--- src/hw/rtl/lirs_pkg.sv ---
// ----------------------------------------------------------------------------
// lirs_pkg
// Shared widths, register map, reset values and the command/status types of
// the serial arithmetic unit of the linear interpolation resampler.
// ----------------------------------------------------------------------------
package lirs_pkg;

  // Field and state widths
  localparam int unsigned SMP_W  = 16;   // Q1.15 sample
  localparam int unsigned RATE_W = 18;   // rate registers
  localparam int unsigned CLIP_W = 25;   // clip length and input index
  localparam int unsigned OIDX_W = 30;   // stored output index
  localparam int unsigned IDX_W  = 31;   // running output index within one item
  localparam int unsigned NRES_W = 7;    // results counted for one item

  // Serial arithmetic unit
  localparam int unsigned WORK_W    = IDX_W + RATE_W;  // widest product / dividend
  localparam int unsigned DVSR_W    = RATE_W + 1;      // 2*rate fits
  localparam int unsigned MUL_STEPS = RATE_W;          // one multiplier bit a cycle
  localparam int unsigned DIV_STEPS = WORK_W;          // one quotient bit a cycle
  localparam int unsigned CNT_W     = $clog2(DIV_STEPS);

  localparam int unsigned MAX_RESULTS   = 64;
  localparam int unsigned MAX_RATIO_DEF = 32;

  // Offset between Q1.15 and offset binary
  localparam logic [SMP_W-1:0] SMP_OFS = 16'h8000;

  // Configuration port
  localparam int unsigned APB_DW   = 32;
  localparam int unsigned APB_AW   = 4;
  localparam int unsigned REG_IX_W = 2;

  localparam logic [REG_IX_W-1:0] REG_SOURCE_RATE = 2'd0;
  localparam logic [REG_IX_W-1:0] REG_TARGET_RATE = 2'd1;
  localparam logic [REG_IX_W-1:0] REG_CLIP_LEN    = 2'd2;

  localparam logic [RATE_W-1:0] SOURCE_RATE_RST = 18'd24000;
  localparam logic [RATE_W-1:0] TARGET_RATE_RST = 18'd24000;
  localparam logic [CLIP_W-1:0] CLIP_LEN_RST    = 25'd1;

  typedef enum logic {
    OP_MUL,
    OP_DIV
  } arith_op_t;

  // mul: work = ma*mpa + mb*mpb ; div: work = dvnd / dvsr, rem = dvnd % dvsr
  typedef struct packed {
    logic                  go;
    arith_op_t             op;
    logic [IDX_W-1:0]      ma;
    logic [SMP_W-1:0]      mb;
    logic [RATE_W-1:0]     mpa;
    logic [RATE_W-1:0]     mpb;
    logic [WORK_W-1:0]     dvnd;
    logic [DVSR_W-1:0]     dvsr;
  } arith_cmd_t;

  typedef struct packed {
    logic                  done;
    logic [WORK_W-1:0]     work;
    logic [DVSR_W-1:0]     rem;
  } arith_sts_t;

endpackage

--- src/hw/rtl/lirs_cfg.sv ---
// ----------------------------------------------------------------------------
// lirs_cfg
// APB-style register file: source rate, target rate and clip length.
// ----------------------------------------------------------------------------
module lirs_cfg (
  input  logic                          clk,
  input  logic                          rst_n,
  input  logic                          psel,
  input  logic                          penable,
  input  logic                          pwrite,
  input  logic [lirs_pkg::APB_AW-1:0]   paddr,
  input  logic [lirs_pkg::APB_DW-1:0]   pwdata,
  output logic [lirs_pkg::APB_DW-1:0]   prdata,
  output logic                          pready,
  output logic [lirs_pkg::RATE_W-1:0]   source_rate,
  output logic [lirs_pkg::RATE_W-1:0]   target_rate,
  output logic [lirs_pkg::CLIP_W-1:0]   clip_len
);

  logic [lirs_pkg::RATE_W-1:0]   source_rate_r, source_rate_nxt;
  logic [lirs_pkg::RATE_W-1:0]   target_rate_r, target_rate_nxt;
  logic [lirs_pkg::CLIP_W-1:0]   clip_len_r, clip_len_nxt;
  logic [lirs_pkg::REG_IX_W-1:0] reg_ix;
  logic                          wr_en;

  assign pready = 1'b1;
  assign reg_ix = paddr[lirs_pkg::APB_AW-1:2];
  assign wr_en  = psel && penable && pwrite;

  always_comb begin
    source_rate_nxt = source_rate_r;
    target_rate_nxt = target_rate_r;
    clip_len_nxt    = clip_len_r;
    if (wr_en) begin
      case (reg_ix)
        lirs_pkg::REG_SOURCE_RATE: source_rate_nxt = pwdata[lirs_pkg::RATE_W-1:0];
        lirs_pkg::REG_TARGET_RATE: target_rate_nxt = pwdata[lirs_pkg::RATE_W-1:0];
        lirs_pkg::REG_CLIP_LEN:    clip_len_nxt    = pwdata[lirs_pkg::CLIP_W-1:0];
        default: ;
      endcase
    end
  end

  always_comb begin
    case (reg_ix)
      lirs_pkg::REG_SOURCE_RATE: prdata = lirs_pkg::APB_DW'(source_rate_r);
      lirs_pkg::REG_TARGET_RATE: prdata = lirs_pkg::APB_DW'(target_rate_r);
      lirs_pkg::REG_CLIP_LEN:    prdata = lirs_pkg::APB_DW'(clip_len_r);
      default:                   prdata = '0;
    endcase
  end

  always_ff @(posedge clk) begin
    if (!rst_n) begin
      source_rate_r <= lirs_pkg::SOURCE_RATE_RST;
      target_rate_r <= lirs_pkg::TARGET_RATE_RST;
      clip_len_r    <= lirs_pkg::CLIP_LEN_RST;
    end else begin
      source_rate_r <= source_rate_nxt;
      target_rate_r <= target_rate_nxt;
      clip_len_r    <= clip_len_nxt;
    end
  end

  assign source_rate = source_rate_r;
  assign target_rate = target_rate_r;
  assign clip_len    = clip_len_r;

endmodule

--- src/hw/rtl/lirs_arith.sv ---
// ----------------------------------------------------------------------------
// lirs_arith
// Shared bit-serial unit: dual shift-add multiply (one multiplier bit per
// cycle, MSB first) and restoring divide (one quotient bit per cycle).
// ----------------------------------------------------------------------------
module lirs_arith (
  input  logic                  clk,
  input  logic                  rst_n,
  input  lirs_pkg::arith_cmd_t  cmd,
  output lirs_pkg::arith_sts_t  sts
);

  localparam int unsigned CW = lirs_pkg::CNT_W;
  localparam int unsigned WW = lirs_pkg::WORK_W;
  localparam int unsigned DW = lirs_pkg::DVSR_W;
  localparam int unsigned RW = lirs_pkg::RATE_W;

  logic                          busy_r, busy_nxt;
  logic                          done_r, done_nxt;
  lirs_pkg::arith_op_t           op_r, op_nxt;
  logic [CW-1:0]                 cnt_r, cnt_nxt;
  logic [WW-1:0]                 work_r, work_nxt;
  logic [DW-1:0]                 rem_r, rem_nxt;
  logic [DW-1:0]                 dvsr_r, dvsr_nxt;
  logic [lirs_pkg::IDX_W-1:0]    ma_r, ma_nxt;
  logic [lirs_pkg::SMP_W-1:0]    mb_r, mb_nxt;
  logic [RW-1:0]                 mpa_r, mpa_nxt;
  logic [RW-1:0]                 mpb_r, mpb_nxt;

  logic [DW+1:0]                 trial;
  logic [WW-1:0]                 mul_sum;
  logic [CW-1:0]                 cnt_last;

  // trial subtract of the divisor from the partial remainder with the next bit
  assign trial   = {1'b0, rem_r, work_r[WW-1]} - {2'b00, dvsr_r};
  assign mul_sum = {work_r[WW-2:0], 1'b0}
                 + (mpa_r[RW-1] ? WW'(ma_r) : '0)
                 + (mpb_r[RW-1] ? WW'(mb_r) : '0);
  assign cnt_last = (op_r == lirs_pkg::OP_MUL) ? CW'(lirs_pkg::MUL_STEPS - 1)
                                               : CW'(lirs_pkg::DIV_STEPS - 1);

  always_comb begin
    busy_nxt = busy_r;
    done_nxt = 1'b0;
    op_nxt   = op_r;
    cnt_nxt  = cnt_r;
    work_nxt = work_r;
    rem_nxt  = rem_r;
    dvsr_nxt = dvsr_r;
    ma_nxt   = ma_r;
    mb_nxt   = mb_r;
    mpa_nxt  = mpa_r;
    mpb_nxt  = mpb_r;
    if (!busy_r) begin
      if (cmd.go) begin
        busy_nxt = 1'b1;
        op_nxt   = cmd.op;
        cnt_nxt  = '0;
        ma_nxt   = cmd.ma;
        mb_nxt   = cmd.mb;
        mpa_nxt  = cmd.mpa;
        mpb_nxt  = cmd.mpb;
        dvsr_nxt = cmd.dvsr;
        rem_nxt  = '0;
        work_nxt = (cmd.op == lirs_pkg::OP_MUL) ? '0 : cmd.dvnd;
      end
    end else begin
      if (op_r == lirs_pkg::OP_MUL) begin
        work_nxt = mul_sum;
        mpa_nxt  = {mpa_r[RW-2:0], 1'b0};
        mpb_nxt  = {mpb_r[RW-2:0], 1'b0};
      end else begin
        if (!trial[DW+1]) begin
          rem_nxt  = trial[DW-1:0];
          work_nxt = {work_r[WW-2:0], 1'b1};
        end else begin
          rem_nxt  = {rem_r[DW-2:0], work_r[WW-1]};
          work_nxt = {work_r[WW-2:0], 1'b0};
        end
      end
      if (cnt_r == cnt_last) begin
        busy_nxt = 1'b0;
        done_nxt = 1'b1;
      end else begin
        cnt_nxt = cnt_r + 1'b1;
      end
    end
  end

  always_ff @(posedge clk) begin
    if (!rst_n) begin
      busy_r <= 1'b0;
      done_r <= 1'b0;
      cnt_r  <= '0;
      op_r   <= lirs_pkg::OP_MUL;
    end else begin
      busy_r <= busy_nxt;
      done_r <= done_nxt;
      cnt_r  <= cnt_nxt;
      op_r   <= op_nxt;
    end
    work_r <= work_nxt;
    rem_r  <= rem_nxt;
    dvsr_r <= dvsr_nxt;
    ma_r   <= ma_nxt;
    mb_r   <= mb_nxt;
    mpa_r  <= mpa_nxt;
    mpb_r  <= mpb_nxt;
  end

  assign sts.done = done_r;
  assign sts.work = work_r;
  assign sts.rem  = rem_r;

endmodule

--- src/hw/rtl/linear_interp_resampler_unit.sv ---
// ----------------------------------------------------------------------------
// linear_interp_resampler_unit
// Linear interpolation sample rate converter for one clip of Q1.15 samples.
//
//   channel  direction  handshake           payload
//   in_      slave      tvalid/tready       tdata: sample_in
//   out_     master     tvalid/tready       tdata: sample_out, tlast: final_of_run,
//                                           tuser: error_flag
//   cfg_     APB slave  psel/penable/pready source_rate, target_rate, clip_length
//
// One item at a time through one bit-serial multiply/divide unit. Error and
// equal-rate items go straight to sending; else a multiply and a divide give
// the output total, each interpolated result two 18-step multiplies and two
// 49-step divides, a flushed result or the end probe one pair; then finish/send.
// Synchronous active-low reset clears the clip position. A stalled output parks
// the unit at the next result, one result waiting in each of hold and output.
// ----------------------------------------------------------------------------
module linear_interp_resampler_unit #(
  parameter int unsigned MAX_RATIO = lirs_pkg::MAX_RATIO_DEF
) (
  input  logic                              clk,
  input  logic                              rst_n,
  // in_tdata: [15:0] sample_in
  input  logic                              in_tvalid,
  output logic                              in_tready,
  input  logic signed [lirs_pkg::SMP_W-1:0] in_tdata,
  // out_tdata: [15:0] sample_out
  output logic                              out_tvalid,
  input  logic                              out_tready,
  output logic signed [lirs_pkg::SMP_W-1:0] out_tdata,
  output logic                              out_tlast,
  // out_tuser: [0] error_flag
  output logic                              out_tuser,
  input  logic                              cfg_psel,
  input  logic                              cfg_penable,
  input  logic                              cfg_pwrite,
  input  logic [lirs_pkg::APB_AW-1:0]       cfg_paddr,
  input  logic [lirs_pkg::APB_DW-1:0]       cfg_pwdata,
  output logic [lirs_pkg::APB_DW-1:0]       cfg_prdata,
  output logic                              cfg_pready
);

  localparam int unsigned SW  = lirs_pkg::SMP_W;
  localparam int unsigned RW  = lirs_pkg::RATE_W;
  localparam int unsigned LW  = lirs_pkg::CLIP_W;
  localparam int unsigned OW  = lirs_pkg::OIDX_W;
  localparam int unsigned IW  = lirs_pkg::IDX_W;
  localparam int unsigned NW  = lirs_pkg::NRES_W;
  localparam int unsigned WW  = lirs_pkg::WORK_W;
  localparam int unsigned TW  = LW + $clog2(MAX_RATIO);          // output total
  localparam int unsigned LMW = RW + $clog2(MAX_RATIO + 1);      // ratio limit

  typedef enum logic [3:0] {
    ST_IDLE,
    ST_TOT_MUL,
    ST_TOT_DIV,
    ST_CHECK,
    ST_POS_MUL,
    ST_POS_DIV,
    ST_INT_MUL,
    ST_INT_DIV,
    ST_RESULT,
    ST_FINISH,
    ST_SEND
  } state_t;

  logic [RW-1:0] source_rate;
  logic [RW-1:0] target_rate;
  logic [LW-1:0] clip_len;

  lirs_pkg::arith_cmd_t cmd;
  lirs_pkg::arith_sts_t sts;

  state_t        state_r, state_nxt;
  logic [SW-1:0] cur_r, cur_nxt;
  logic [SW-1:0] prev_r, prev_nxt;
  logic [LW-1:0] in_idx_r, in_idx_nxt;
  logic [OW-1:0] out_idx_r, out_idx_nxt;
  logic          last_r, last_nxt;
  logic [TW-1:0] total_r, total_nxt;
  logic [IW-1:0] i_r, i_nxt;
  logic [NW-1:0] n_r, n_nxt;
  logic [SW-1:0] val_r, val_nxt;
  logic          hold_vld_r, hold_vld_nxt;
  logic [SW-1:0] hold_smp_r, hold_smp_nxt;
  logic          hold_err_r, hold_err_nxt;
  logic          out_vld_r, out_vld_nxt;
  logic [SW-1:0] out_smp_r, out_smp_nxt;
  logic          out_fin_r, out_fin_nxt;
  logic          out_err_r, out_err_nxt;

  logic           in_acc;
  logic           out_free;
  logic [LMW-1:0] ratio_lim;
  logic           bad_item;
  logic           same_rate;
  logic           last_now;
  logic [RW-1:0]  frac;

  lirs_cfg u_cfg (
    .clk         (clk),
    .rst_n       (rst_n),
    .psel        (cfg_psel),
    .penable     (cfg_penable),
    .pwrite      (cfg_pwrite),
    .paddr       (cfg_paddr),
    .pwdata      (cfg_pwdata),
    .prdata      (cfg_prdata),
    .pready      (cfg_pready),
    .source_rate (source_rate),
    .target_rate (target_rate),
    .clip_len    (clip_len)
  );

  lirs_arith u_arith (
    .clk   (clk),
    .rst_n (rst_n),
    .cmd   (cmd),
    .sts   (sts)
  );

  assign in_tready = (state_r == ST_IDLE);
  assign in_acc    = in_tvalid && in_tready;
  assign out_free  = !out_vld_r || out_tready;
  assign ratio_lim = LMW'(source_rate) * LMW'(MAX_RATIO);
  assign bad_item  = (source_rate == '0) || (target_rate == '0)
                  || (LMW'(target_rate) > ratio_lim) || (in_idx_r >= clip_len);
  assign same_rate = (source_rate == target_rate);
  assign last_now  = ({1'b0, in_idx_r} + (LW+1)'(1)) == {1'b0, clip_len};
  assign frac      = sts.rem[RW-1:0];

  always_comb begin
    state_nxt    = state_r;
    cur_nxt      = cur_r;
    prev_nxt     = prev_r;
    in_idx_nxt   = in_idx_r;
    out_idx_nxt  = out_idx_r;
    last_nxt     = last_r;
    total_nxt    = total_r;
    i_nxt        = i_r;
    n_nxt        = n_r;
    val_nxt      = val_r;
    hold_vld_nxt = hold_vld_r;
    hold_smp_nxt = hold_smp_r;
    hold_err_nxt = hold_err_r;
    out_vld_nxt  = out_vld_r && !out_tready;
    out_smp_nxt  = out_smp_r;
    out_fin_nxt  = out_fin_r;
    out_err_nxt  = out_err_r;
    cmd          = '0;

    case (state_r)
      ST_IDLE: begin
        if (in_acc) begin
          cur_nxt = in_tdata;
          if (bad_item) begin
            hold_vld_nxt = 1'b1;
            hold_smp_nxt = '0;
            hold_err_nxt = 1'b1;
            state_nxt    = ST_SEND;
          end else if (same_rate) begin
            hold_vld_nxt = 1'b1;
            hold_smp_nxt = in_tdata;
            hold_err_nxt = 1'b0;
            prev_nxt     = in_tdata;
            in_idx_nxt   = in_idx_r + 1'b1;
            out_idx_nxt  = out_idx_r + 1'b1;
            state_nxt    = ST_SEND;
          end else begin
            // output total = round(clip_len * target / source), ties up
            last_nxt  = last_now;
            cmd.go    = 1'b1;
            cmd.op    = lirs_pkg::OP_MUL;
            cmd.ma    = IW'(clip_len);
            cmd.mpa   = target_rate;
            state_nxt = ST_TOT_MUL;
          end
        end
      end
      ST_TOT_MUL: begin
        if (sts.done) begin
          cmd.go    = 1'b1;
          cmd.op    = lirs_pkg::OP_DIV;
          cmd.dvnd  = {sts.work[WW-2:0], 1'b0} + WW'(source_rate);
          cmd.dvsr  = {source_rate, 1'b0};
          state_nxt = ST_TOT_DIV;
        end
      end
      ST_TOT_DIV: begin
        if (sts.done) begin
          total_nxt = sts.work[TW-1:0];
          i_nxt     = IW'(out_idx_r);
          n_nxt     = '0;
          state_nxt = ST_CHECK;
        end
      end
      ST_CHECK: begin
        if ((i_r < IW'(total_r)) && (n_r < NW'(lirs_pkg::MAX_RESULTS))) begin
          cmd.go    = 1'b1;
          cmd.op    = lirs_pkg::OP_MUL;
          cmd.ma    = i_r;
          cmd.mpa   = source_rate;
          state_nxt = ST_POS_MUL;
        end else begin
          state_nxt = ST_FINISH;
        end
      end
      ST_POS_MUL: begin
        if (sts.done) begin
          cmd.go    = 1'b1;
          cmd.op    = lirs_pkg::OP_DIV;
          cmd.dvnd  = sts.work;
          cmd.dvsr  = {1'b0, target_rate};
          state_nxt = ST_POS_DIV;
        end
      end
      ST_POS_DIV: begin
        if (sts.done) begin
          if (sts.work < WW'(in_idx_r)) begin
            // offset binary: u = a'*(d-r) + b'*r
            cmd.go    = 1'b1;
            cmd.op    = lirs_pkg::OP_MUL;
            cmd.ma    = IW'(prev_r ^ lirs_pkg::SMP_OFS);
            cmd.mpa   = target_rate - frac;
            cmd.mb    = cur_r ^ lirs_pkg::SMP_OFS;
            cmd.mpb   = frac;
            state_nxt = ST_INT_MUL;
          end else if (last_r) begin
            val_nxt   = cur_r;
            state_nxt = ST_RESULT;
          end else begin
            state_nxt = ST_FINISH;
          end
        end
      end
      ST_INT_MUL: begin
        if (sts.done) begin
          // round to nearest: (2u + d) / 2d
          cmd.go    = 1'b1;
          cmd.op    = lirs_pkg::OP_DIV;
          cmd.dvnd  = {sts.work[WW-2:0], 1'b0} + WW'(target_rate);
          cmd.dvsr  = {target_rate, 1'b0};
          state_nxt = ST_INT_DIV;
        end
      end
      ST_INT_DIV: begin
        if (sts.done) begin
          val_nxt   = sts.work[SW-1:0] ^ lirs_pkg::SMP_OFS;
          state_nxt = ST_RESULT;
        end
      end
      ST_RESULT: begin
        // one result is held back so that the last one can carry tlast
        if (!hold_vld_r) begin
          hold_vld_nxt = 1'b1;
          hold_smp_nxt = val_r;
          hold_err_nxt = 1'b0;
          i_nxt        = i_r + 1'b1;
          n_nxt        = n_r + 1'b1;
          state_nxt    = ST_CHECK;
        end else if (out_free) begin
          out_vld_nxt  = 1'b1;
          out_smp_nxt  = hold_smp_r;
          out_fin_nxt  = 1'b0;
          out_err_nxt  = hold_err_r;
          hold_smp_nxt = val_r;
          i_nxt        = i_r + 1'b1;
          n_nxt        = n_r + 1'b1;
          state_nxt    = ST_CHECK;
        end
      end
      ST_FINISH: begin
        prev_nxt    = cur_r;
        in_idx_nxt  = in_idx_r + 1'b1;
        out_idx_nxt = last_r ? OW'(total_r) : i_r[OW-1:0];
        state_nxt   = hold_vld_r ? ST_SEND : ST_IDLE;
      end
      ST_SEND: begin
        if (out_free) begin
          out_vld_nxt  = 1'b1;
          out_smp_nxt  = hold_smp_r;
          out_fin_nxt  = 1'b1;
          out_err_nxt  = hold_err_r;
          hold_vld_nxt = 1'b0;
          state_nxt    = ST_IDLE;
        end
      end
      default: state_nxt = ST_IDLE;
    endcase
  end

  always_ff @(posedge clk) begin
    if (!rst_n) begin
      state_r    <= ST_IDLE;
      prev_r     <= '0;
      in_idx_r   <= '0;
      out_idx_r  <= '0;
      hold_vld_r <= 1'b0;
      out_vld_r  <= 1'b0;
    end else begin
      state_r    <= state_nxt;
      prev_r     <= prev_nxt;
      in_idx_r   <= in_idx_nxt;
      out_idx_r  <= out_idx_nxt;
      hold_vld_r <= hold_vld_nxt;
      out_vld_r  <= out_vld_nxt;
    end
    cur_r      <= cur_nxt;
    last_r     <= last_nxt;
    total_r    <= total_nxt;
    i_r        <= i_nxt;
    n_r        <= n_nxt;
    val_r      <= val_nxt;
    hold_smp_r <= hold_smp_nxt;
    hold_err_r <= hold_err_nxt;
    out_smp_r  <= out_smp_nxt;
    out_fin_r  <= out_fin_nxt;
    out_err_r  <= out_err_nxt;
  end

  assign out_tvalid = out_vld_r;
  assign out_tdata  = out_smp_r;
  assign out_tlast  = out_fin_r;
  assign out_tuser  = out_err_r;

endmodule

--- config.mk ---
export PLATFORM = sky130hd
export DESIGN_NAME = linear_interp_resampler_unit
export DESIGN_NICKNAME = d
export VERILOG_FILES = /design/src/hw/rtl/lirs_pkg.sv /design/src/hw/rtl/lirs_cfg.sv /design/src/hw/rtl/lirs_arith.sv /design/src/hw/rtl/linear_interp_resampler_unit.sv
export SDC_FILE = /design/constraint.sdc
export NUM_CORES = 1
export LEC_CHECK = 0
export BUFFER_PORTS_ARGS = -buffer_cell sky130_fd_sc_hd__buf_4
export CAP_MARGIN = 20
export CORE_MARGIN = 2
export CORE_UTILIZATION = 42
export CTS_BUF_LIST = sky130_fd_sc_hd__clkbuf_16
export CTS_CLUSTER_DIAMETER = 200
export DETAILED_ROUTE_END_ITERATION = 8
export GPL_TIMING_DRIVEN = 1
export PLACE_DENSITY = 0.64
export SLEW_MARGIN = 20
export SYNTH_ARGS = -nofsm -noshare
export SYNTH_HDL_FRONTEND = slang
export SYNTH_HIERARCHICAL = 1
export SYNTH_SLANG_ARGS = --single-unit
--- constraint.sdc ---
create_clock -name clk -period 6.2 [get_ports clk]
set_input_delay 1.55 -clock clk [delete_from_list [all_inputs] [get_ports clk]]
set_output_delay 1.55 -clock clk [all_outputs]
set_load 0.005 [all_outputs]
* Yosys cells after proc, flatten, opt, wreduce, memory -nomap -nowiden *
Index checks and enable logic that the tools add are counted.

storage, ports and cells
  register bits after elaboration = 453
  output and inout port bits = 53

cells by class
  add/subtract/negate cells = 12
  order comparisons = 5
  equality and inequality tests = 36
  muxes and demuxes = 115
  bitwise operators = 6
  reductions and logical operators = 45

operator list
  kind                                                     number
  16-bit 2-to-1 mux                                        14
  68-bit 2-to-1 mux                                        3
  68-bit case mux with 3 select lines                      1
  18-bit 2-to-1 mux                                        11
  49-bit 2-to-1 mux                                        4
  85-bit 2-to-1 mux                                        2
  33-bit 2-to-1 mux                                        4
  16-bit case mux with 2 select lines                      4
  31-bit 2-to-1 mux                                        4
  30-bit 2-to-1 mux                                        4
  49-bit by 18-bit adder with 49-bit output                2
  31-bit case mux with 3 select lines                      1
  19-bit 2-to-1 mux                                        4
  25-bit 2-to-1 mux                                        3
  25-bit case mux with 3 select lines                      1
  31-bit case mux with 2 select lines                      1
  4-bit 2-to-1 mux                                         15
  30-bit case mux with 2 select lines                      1
  18-bit case mux with 3 select lines                      1
  25-bit case mux with 2 select lines                      1
  49-bit by 31-bit adder with 49-bit output                1
  49-bit adder                                             1
  49-bit by 25-bit less-than comparator with 1-bit output  1
  4-bit case mux with 11 select lines                      1
  other kinds (49)                                         134

* Longest topological paths before layout *
Gate-level depths: netlist (run 1).

  depth after elaboration = 10
  mapped depth = 17

* Cells and area by module *
Netlist (run 1), hierarchy kept.

modules (own cells, without submodules)
  module                        instances  cells each  area an instance (µm²)  sequential area each (µm²)
  linear_interp_resampler_unit  1          2,298       18,652.9                5,625.4
  lirs_arith                    1          995         10,898.0                5,285.1
  lirs_cfg                      1          318         2,874.0                 1,221.2

* Least setup slack after synthesis (run 1) *
Ideal clock, no wire load.

  kind = reg2reg
  from = reg in_idx_r[18]
  to = reg u_arith.rem_r[0] (enable)
  setup time = 0.344 ns
  arrival time = 4.527 ns
  required time = 5.856 ns
  path slack = 1.329 ns
  stages on the path, launching flop included = 16
  clock period less this slack = 4.871 ns
  cells stage by stage = dfxtp_1 > clkbuf_1 > inv_1 > ha_1 > a21o_1 > a21o_1 > a21o_1 > a22o_1 > a41oi_1 > and2_1 > and3_1 > clkbuf_1 > or4_1 > nand2_1 > inv_1 > or2_2

RTL lines
  item                      RTL line                             RTL
  start: declaration        linear_interp_resampler_unit.sv:77   logic [LW-1:0] in_idx_r, in_idx_nxt;
  start signal: assignment  linear_interp_resampler_unit.sv:303  in_idx_r <= in_idx_nxt;
  end signal: assignment    lirs_arith.sv:103                    rem_r <= rem_nxt;
  end: declaration          lirs_arith.sv:23                     logic [DW-1:0] rem_r, rem_nxt;

==> results by group, run 1 <==
Status
  • Status: complete, no violations

Pwr
  • Peak supply drop: 199 uV
  • Lkg Pwr: 13.5 nW
  • Overall power: 0.0125 W
  • Total power per unit cell area: 351 nW/um^2

Clocking
  • Skew-Pair Late Insertion Delay: 0.62 ns
  • Hold buffers post-CTS: 0
  • Cts bufs inserted: 53
  • H-tree levels: 2
  • CTS resizes: 0
  • CTS root buffer: clkbuf_16
  • CTS Buffer Depth: 3
  • Worst-path clk slew: 0.06 ns
  • Clock sinks: 453
  • Post-CTS setup buffer count: 0
  • CTS tree: built

Min path
  • Worst Hold Depth: 0
  • HP Start: hold_smp_r[1]$_DFFE_PP_
  • Worst Hold End: out_tdata[1]$_DFFE_PP_
  • Worst hold path class: reg2reg

Placed design
  • GP Congestion: 0.931
  • DP HPWL: 73100 microns
  • Dpl cells: 4600
  • Port Buffers: 94

Critical path
  • Crit path DAT: 5.23 ns
  • Critical Path RT: 6.47 ns
  • R2R Setup Slk: 1.24 ns
  • Crit. End Element: flip-flop
  • Worst reg-to-reg path cell count: 13
  • Critical path peak fanout: 22
  • Critical path launch point type: flip-flop
  • FF-to-FF Start: u_cfg/source_rate[11]$_SDFFE_PN1P_
  • Reg2reg end: u_arith/rem_r[18]$_SDFFCE_PN0P_
  • Kind of critical path: reg2reg

Synthesis
  • Syn Area/Cell: 8.98 sq um
  • Post-synthesis cell type count: 98
  • Post-synthesis mux area share: 0.0547
  • Async SR Flop Fraction: 0
  • Main flop type after synthesis: edfxtp_1
  • Simple-gate share of the synthesized area: 0.178
  • Synth Area in XOR/XNOR: 0.0724
  • Synthesized area: 32400 sq um
  • Synthesized instance count: 3611
  • Post-synthesis adder-cell area fraction: 0.0945
  • Post-synthesis compound-gate area fraction: 0.175
  • Synth warn: 6
  • Register area share after synthesis: 0.374
  • #FFs+latches synth: 453
  • Combinational family with the most area after synthesis: simple AND/OR/NAND/NOR gates
  • Area fraction of the dominant cell type after synthesis: 0.283
  • Synth area leader: edfxtp_1
  • Top post-synthesis cells by area: edfxtp_1 (28%), dfxtp_1 (9.1%), ha_1 (8.2%), nand2_1 (5.5%), xnor2_1 (4.5%)
  • Post-synth EDFFs: 306

GRT
  • Initial antenna violation count: 0
  • Largest net degree at the start of global routing: 91
  • GRT Residual Overflow: 0
  • First-pass GRT wire length: 155000 microns
  • All-Layer GR Usage: 0.251
  • Vias in the first global route: 26.0k

Cells and area
  • Syn-to-layout area delta: 10.0%
  • Leading cell type in the layout, fill and taps excluded: nand2_1
  • Final-stage net count: 3918
  • Fillers: 7285
  • Cell Count, Final, Fillers Out: 4698
  • Most frequent cells in the layout: nand2_1 (472), edfxtp_1 (306), o21ai_0 (271), nor2_1 (234), ha_1 (213)
  • Antenna cells: 0
  • Share of layout cells above drive strength 1: 0.0965

Drt
  • Drt drc: 0
  • DRT Wirelength: 102000 microns
  • Initial drt markers: 3178
  • Avg Vias per Cell: 5.91
  • Via count: 27.8k
  • Per-cell routed wire length: 21.7 microns
  • First-pass iteration count of the detailed router: 7
  • Routed Antenna Nets: 0

STA
  • Setup violators final: 0
  • Final Skew: 0.0377 ns
  • Least-Margin Pin Slew: 1.13 ns
  • Fin crit period: 4.96 ns
  • Final max-slew violation count: 0
  • F_max: 0.202 GHz
  • RSZ-0062 raised after global routing: no
  • Fin. Hold Viols: 0
  • Final period util: 0.800
  • Worst slew margin: 0.246
  • Setup_tns: 0 ns

Die
  • FP Rows: 101
  • Chip width: 282 microns
  • Initial core utilization: 0.426
  • Core region area: 76200 sq um
  • Die Height: 282 microns
  • Ports: 112
  • Die area: 79400 sq um

Run
  • Max cap viols: 0
==> final cells by class <==
type / count / area, sq um / area share
inverter: 183 / 687 / 0.0193
sequential: 453 / 12100 / 0.340
clock buffer: 55 / 1380 / 0.0386
clock inverter: 42 / 238 / 0.00666
multi-input combinational: 2783 / 18800 / 0.526
tap: 1030 / 1290 / 0.0361
timing repair buffer: 152 / 1180 / 0.0330
==> layer usage <==
metal | global-route usage | wire length, microns | up-vias | share of wire
li1 | - | - | 13100 | -
met1 | 0.356 | 45000 | 13400 | 0.44
met2 | 0.393 | 45200 | 1170 | 0.44
met3 | 0.0341 | 7970 | 201 | 0.078
met4 | 0.0842 | 3600 | 0 | 0.035
met5 | 0 | 0 | - | 0
==> critical path, cell delays in order, from the launching register on <==
cell and delay [ns]:
dfxtp_1 0.61, inv_1 0.11, ha_1 0.34, nand3_1 0.15, o311ai_0 0.52, o21ai_0 0.36
nand4_1 0.19, buf_4 0.29, nand2b_1 0.32, nor2_4 0.07, or4_1 0.63, nand2_1 0.20
inv_2 0.22, or2_2 0.58
==> worst max path at each step <==
| stage | endpoint | from | depth (start not counted) |
|---|---|---|---|
| floorplan | u_arith/rem_r[0]$_SDFFCE_PN0P_ | in_idx_r[18]$_SDFFE_PN0P_ | 15 |
| global placement | u_arith/rem_r[0]$_SDFFCE_PN0P_ | u_cfg/source_rate[12]$_SDFFE_PN1P_ | 13 |
| detailed placement | u_arith/rem_r[0]$_SDFFCE_PN0P_ | u_cfg/source_rate[12]$_SDFFE_PN1P_ | 13 |
| CTS | u_arith/rem_r[17]$_SDFFCE_PN0P_ | u_cfg/source_rate[12]$_SDFFE_PN1P_ | 13 |
| global route | u_arith/work_r[15]$_DFFE_PP_ | u_cfg/target_rate[12]$_SDFFE_PN1P_ | 13 |
| finish | u_arith/rem_r[18]$_SDFFCE_PN0P_ | u_cfg/source_rate[11]$_SDFFE_PN1P_ | 13 |
==> state kept, by name, indices dropped and copies added, names as in the netlist, 6 cells and up <==
register	cells
u_arith/rem_r	19
u_arith/cnt_r	6
u_arith/ma_r	31
n_r	7
u_arith/mpa_r	18
in_idx_r	25
u_arith/work_r	49
u_arith/dvsr_r	19
hold_smp_r	16
val_r	16
i_r	31
total_r	30
u_cfg/clip_len	25
u_cfg/source_rate	18
cur_r	16
prev_r	16
out_idx_r	30
u_arith/mpb_r	18
u_arith/mb_r	16
out_tdata	16
u_cfg/target_rate	18
==> synth_stat cells, drive strengths merged (34+ instances only) <==
| cell type | instances |
|---|---|
| nand2 | 474 |
| edfxtp | 306 |
| o21ai | 280 |
| nor2 | 239 |
| ha | 213 |
| a21oi | 199 |
| inv | 181 |
| xnor2 | 165 |
| clkbuf | 152 |
| dfxtp | 147 |
| mux2i | 104 |
| xor2 | 103 |
| and2 | 95 |
| nand3 | 87 |
| a22oi | 68 |
| mux2 | 65 |
| nand4 | 55 |
| nor3 | 55 |
| a21o | 51 |
| buf | 46 |
| nor2b | 44 |
| a31oi | 43 |
| and3 | 42 |
| o211ai | 34 |
==> metrics by stage <==
| stage | utilization | hold slack, ns | worst slack (ns) | instance area (sq um) |
|---|---|---|---|---|
| 2_1_floorplan | - | 0.400 | 1.33 | 32400 |
| 3_3_place_gp | 0.446 | 0.404 | 1.44 | 34000 |
| 3_5_place_dp | 0.446 | 0.405 | 1.40 | 34000 |
| 4_1_cts | 0.468 | 0.416 | 1.35 | 35600 |
| 5_1_grt | 0.468 | 0.430 | 1.09 | 35700 |
| 6_report | 0.468 | 0.417 | 1.24 | 35700 |
==> kinds of logic after synthesis <==
kind of cell / after synthesis
compound gates: 887
xor+xnor: 268
fa+ha+maj: 233
buf+inv: 381
flops: 453
mux: 169
other cells: 3
simple gates: 1217
==> report_power, final <==
| part | total (W) | switching (W) | internal [W] |
|---|---|---|---|
| registers | 0.00474 | 0.000762 | 0.00398 |
| logic | 0.00481 | 0.00297 | 0.00184 |
| clock network | 0.00296 | 0.00132 | 0.00164 |
No activity file was read; power rests on OpenSTA's default activity.
==> inputs of run 2 (changes only) <==
==> constraint.sdc (replaced) <==
create_clock -name clk -period 4.6 [get_ports clk]
set_input_delay 1.15 -clock clk [delete_from_list [all_inputs] [get_ports clk]]
set_output_delay 1.15 -clock clk [all_outputs]
set_load 0.005 [all_outputs]
==> run 2 against run 1 <==
Net effect: sequential power rose by 28%; sequential share of layout area fell by 0.49 points; first-iteration DRC count fell by 8.8%; maximum frequency rose by 12%; via count rose by 1.4%; die area did not move; non-clock buffer count rose by 72; routed wire length rose by 2.2%; largest cell class unchanged; highest routed layer is now met5.
==> results by group, run 2 (synthesized netlist as in run 1, its figures left out) <==
Min path
  • Worst hold path class: reg2reg

Drt
  • Via count: 28.2k
  • Per-cell routed wire length: 21.8 microns
  • Initial drt markers: 2898
  • First-pass iteration count of the detailed router: 6
  • Avg Vias per Cell: 5.91
  • DRT Wirelength: 104000 microns
  • Routed Antenna Nets: 0
  • Drt drc: 0

GRT
  • All-Layer GR Usage: 0.258
  • Largest net degree at the start of global routing: 89
  • Vias in the first global route: 26.6k
  • GRT Residual Overflow: 0
  • First-pass GRT wire length: 159000 microns
  • Initial antenna violation count: 2

STA
  • Least-Margin Pin Slew: 1.07 ns
  • Setup violators final: 0
  • Post-route setup slack: 0.153 ns
  • F_max: 0.225 GHz
  • Worst slew margin: 0.284
  • Final period util: 0.967
  • Fin. Hold Viols: 0
  • Fin crit period: 4.45 ns
  • RSZ-0062 raised after global routing: no
  • Final Skew: 0.0478 ns
  • Setup_tns: 0 ns
  • Final max-slew violation count: 0

Cells and area
  • Syn-to-layout area delta: 11.6%
  • Most frequent cells in the layout: nand2_1 (472), edfxtp_1 (306), o21ai_0 (271), nor2_1 (233), buf_4 (220)
  • Area of the multi-input gates: 18800 sq um
  • Share of layout cells above drive strength 1: 0.114
  • Most flop-heavy register: u_arith/work_r
  • Fillers: 7343
  • Cell area after layout: 36200 sq um
  • Largest register FFs: 49
  • Antenna cells: 0
  • Cell Count, Final, Fillers Out: 4767
  • Leading cell type in the layout, fill and taps excluded: nand2_1
  • Reg area: 12100 sq um
  • Regs by FF count: u_arith/work_r x49, i_r x31, u_arith/ma_r x31
  • Final-stage net count: 3987

Critical path
  • Worst reg-to-reg path cell count: 12
  • CP delay by family, top: simple AND/OR/NAND/NOR gates
  • WP buf/inv: 1
  • Critical path peak fanout: 19
  • Critical Path Stages: 12
  • Cell Chain, Critical Path: ha_1 -> nand2_1 -> o21ai_0 -> a21oi_1 -> o21ai_0 -> a41oi_1 -> and2_1 -> and3_1 -> or4_1 -> nand2_1 -> clkinvlp_4 -> or2_2
  • Reg2reg end: u_arith/rem_r[1]$_SDFFCE_PN0P_
  • Slowest cell on the critical path: edfxtp_1
  • Crit path to: u_arith/rem_r[1]$_SDFFCE_PN0P_
  • Crit path DAT: 4.71 ns
  • FF-to-FF Start: u_arith/work_r[2]$_DFFE_PP_
  • Crit. End Element: flip-flop
  • Critical Path RT: 4.87 ns
  • Kind of critical path: reg2reg
  • Critical path launch point type: flip-flop
  • R2R Setup Slk: 0.15 ns
  • Critical Path Max Stage Delay: 0.62 ns
  • CP startpoint: u_arith/work_r[2]$_DFFE_PP_

Die
  • Core region area: 76200 sq um
  • Die area: 79400 sq um
  • Die Height: 282 microns
  • Chip width: 282 microns
  • Initial core utilization: 0.426
  • Ports: 112
  • FP Rows: 101

Placed design
  • Pre-CTS setup slack: 0.308 ns
  • Port Buffers: 94
  • GP Congestion: 0.942
  • Placed inst area: 34600 sq um
  • DP HPWL: 76200 microns
  • Dpl cells: 4672

Pwr
  • Overall power: 0.0170 W
  • Total power per unit cell area: 470 nW/um^2
  • Peak supply drop: 374 uV
  • Lkg Pwr: 13.8 nW

Clocking
  • CTS Buffer Depth: 3
  • Worst-path clk slew: 0.07 ns
  • Clock sinks: 453
  • Cts bufs inserted: 50
  • CTS root buffer: clkbuf_16
  • Hold buffers post-CTS: 0
  • Skew-Pair Late Insertion Delay: 0.64 ns
  • CTS tree: built
  • H-tree levels: 2

Status
  • Status: complete, no violations

Run
  • Max cap viols: 0
[run 2: cell count changes in the layout (fill, tap and decap cells not counted), sizes merged]
cell / delta
buf: +72
clkbuf: -3
clkinv: -2
clkinvlp: +2
bufinv: +1
inv: -1
[run 2: per-layer routing]
layer	vias up	GRT usage	wire length [microns]
met2	1172	0.404	46200
met4	4	0.0847	3440
met1	13600	0.363	46100
met3	199	0.0408	8310
li1	13200	-	-
met5	-	0	30
[run 2: how the worst min path moves through the flow]
stage / from / endpoint / slack (ns) / depth (start not counted)
after global placement: hold_smp_r[15]$_DFFE_PP_ / out_tdata[15]$_DFFE_PP_ / 0.40 / 0
after global routing: hold_smp_r[3]$_DFFE_PP_ / out_tdata[3]$_DFFE_PP_ / 0.42 / 0
after CTS: hold_smp_r[3]$_DFFE_PP_ / out_tdata[3]$_DFFE_PP_ / 0.42 / 0
after floorplan: hold_smp_r[0]$_DFFE_PP_ / out_tdata[0]$_DFFE_PP_ / 0.40 / 0
final: hold_smp_r[3]$_DFFE_PP_ / out_tdata[3]$_DFFE_PP_ / 0.41 / 0
after detailed placement: hold_smp_r[3]$_DFFE_PP_ / out_tdata[3]$_DFFE_PP_ / 0.41 / 0
[run 2: what timing repair did]
item,CTS,global route
setup endpoints to repair,0,1
buffers inserted,0,1
resized for setup,0,0
[run 2: area by class of cell]
cell class	instances	share of cell area
Clock buffer	52	0.0360
Timing Repair Buffer	224	0.0478
Clock inverter	42	0.00792
Multi-Input combinational cell	2783	0.518
Inverter	183	0.0191
Tap cell	1030	0.0356
Sequential cell	453	0.335
[run 2: worst reg2reg max path, cell delays in order (launching register included)]
cell and delay (ns):
edfxtp_1 0.62, ha_1 0.41, nand2_1 0.05, o21ai_0 0.27, a21oi_1 0.23, o21ai_0 0.30, a41oi_1 0.20, and2_1 0.25
and3_1 0.19, or4_1 0.57, nand2_1 0.22, clkinvlp_4 0.19, or2_2 0.58
[run 2: through the flow]
step           hold slack [ns]  utilization
2_1_floorplan            0.400            -
4_1_cts                  0.419        0.475
3_5_place_dp             0.407        0.454
6_report                 0.415        0.475
3_3_place_gp             0.403        0.454
5_1_grt                  0.419        0.475
[run 2: power by group]
group          switching (W)  internal [W]  total, W
Clock                0.00181       0.00217   0.00398
Combinational        0.00437       0.00263   0.00700
Sequential          0.000698       0.00535   0.00605
Total                0.00687        0.0101    0.0170
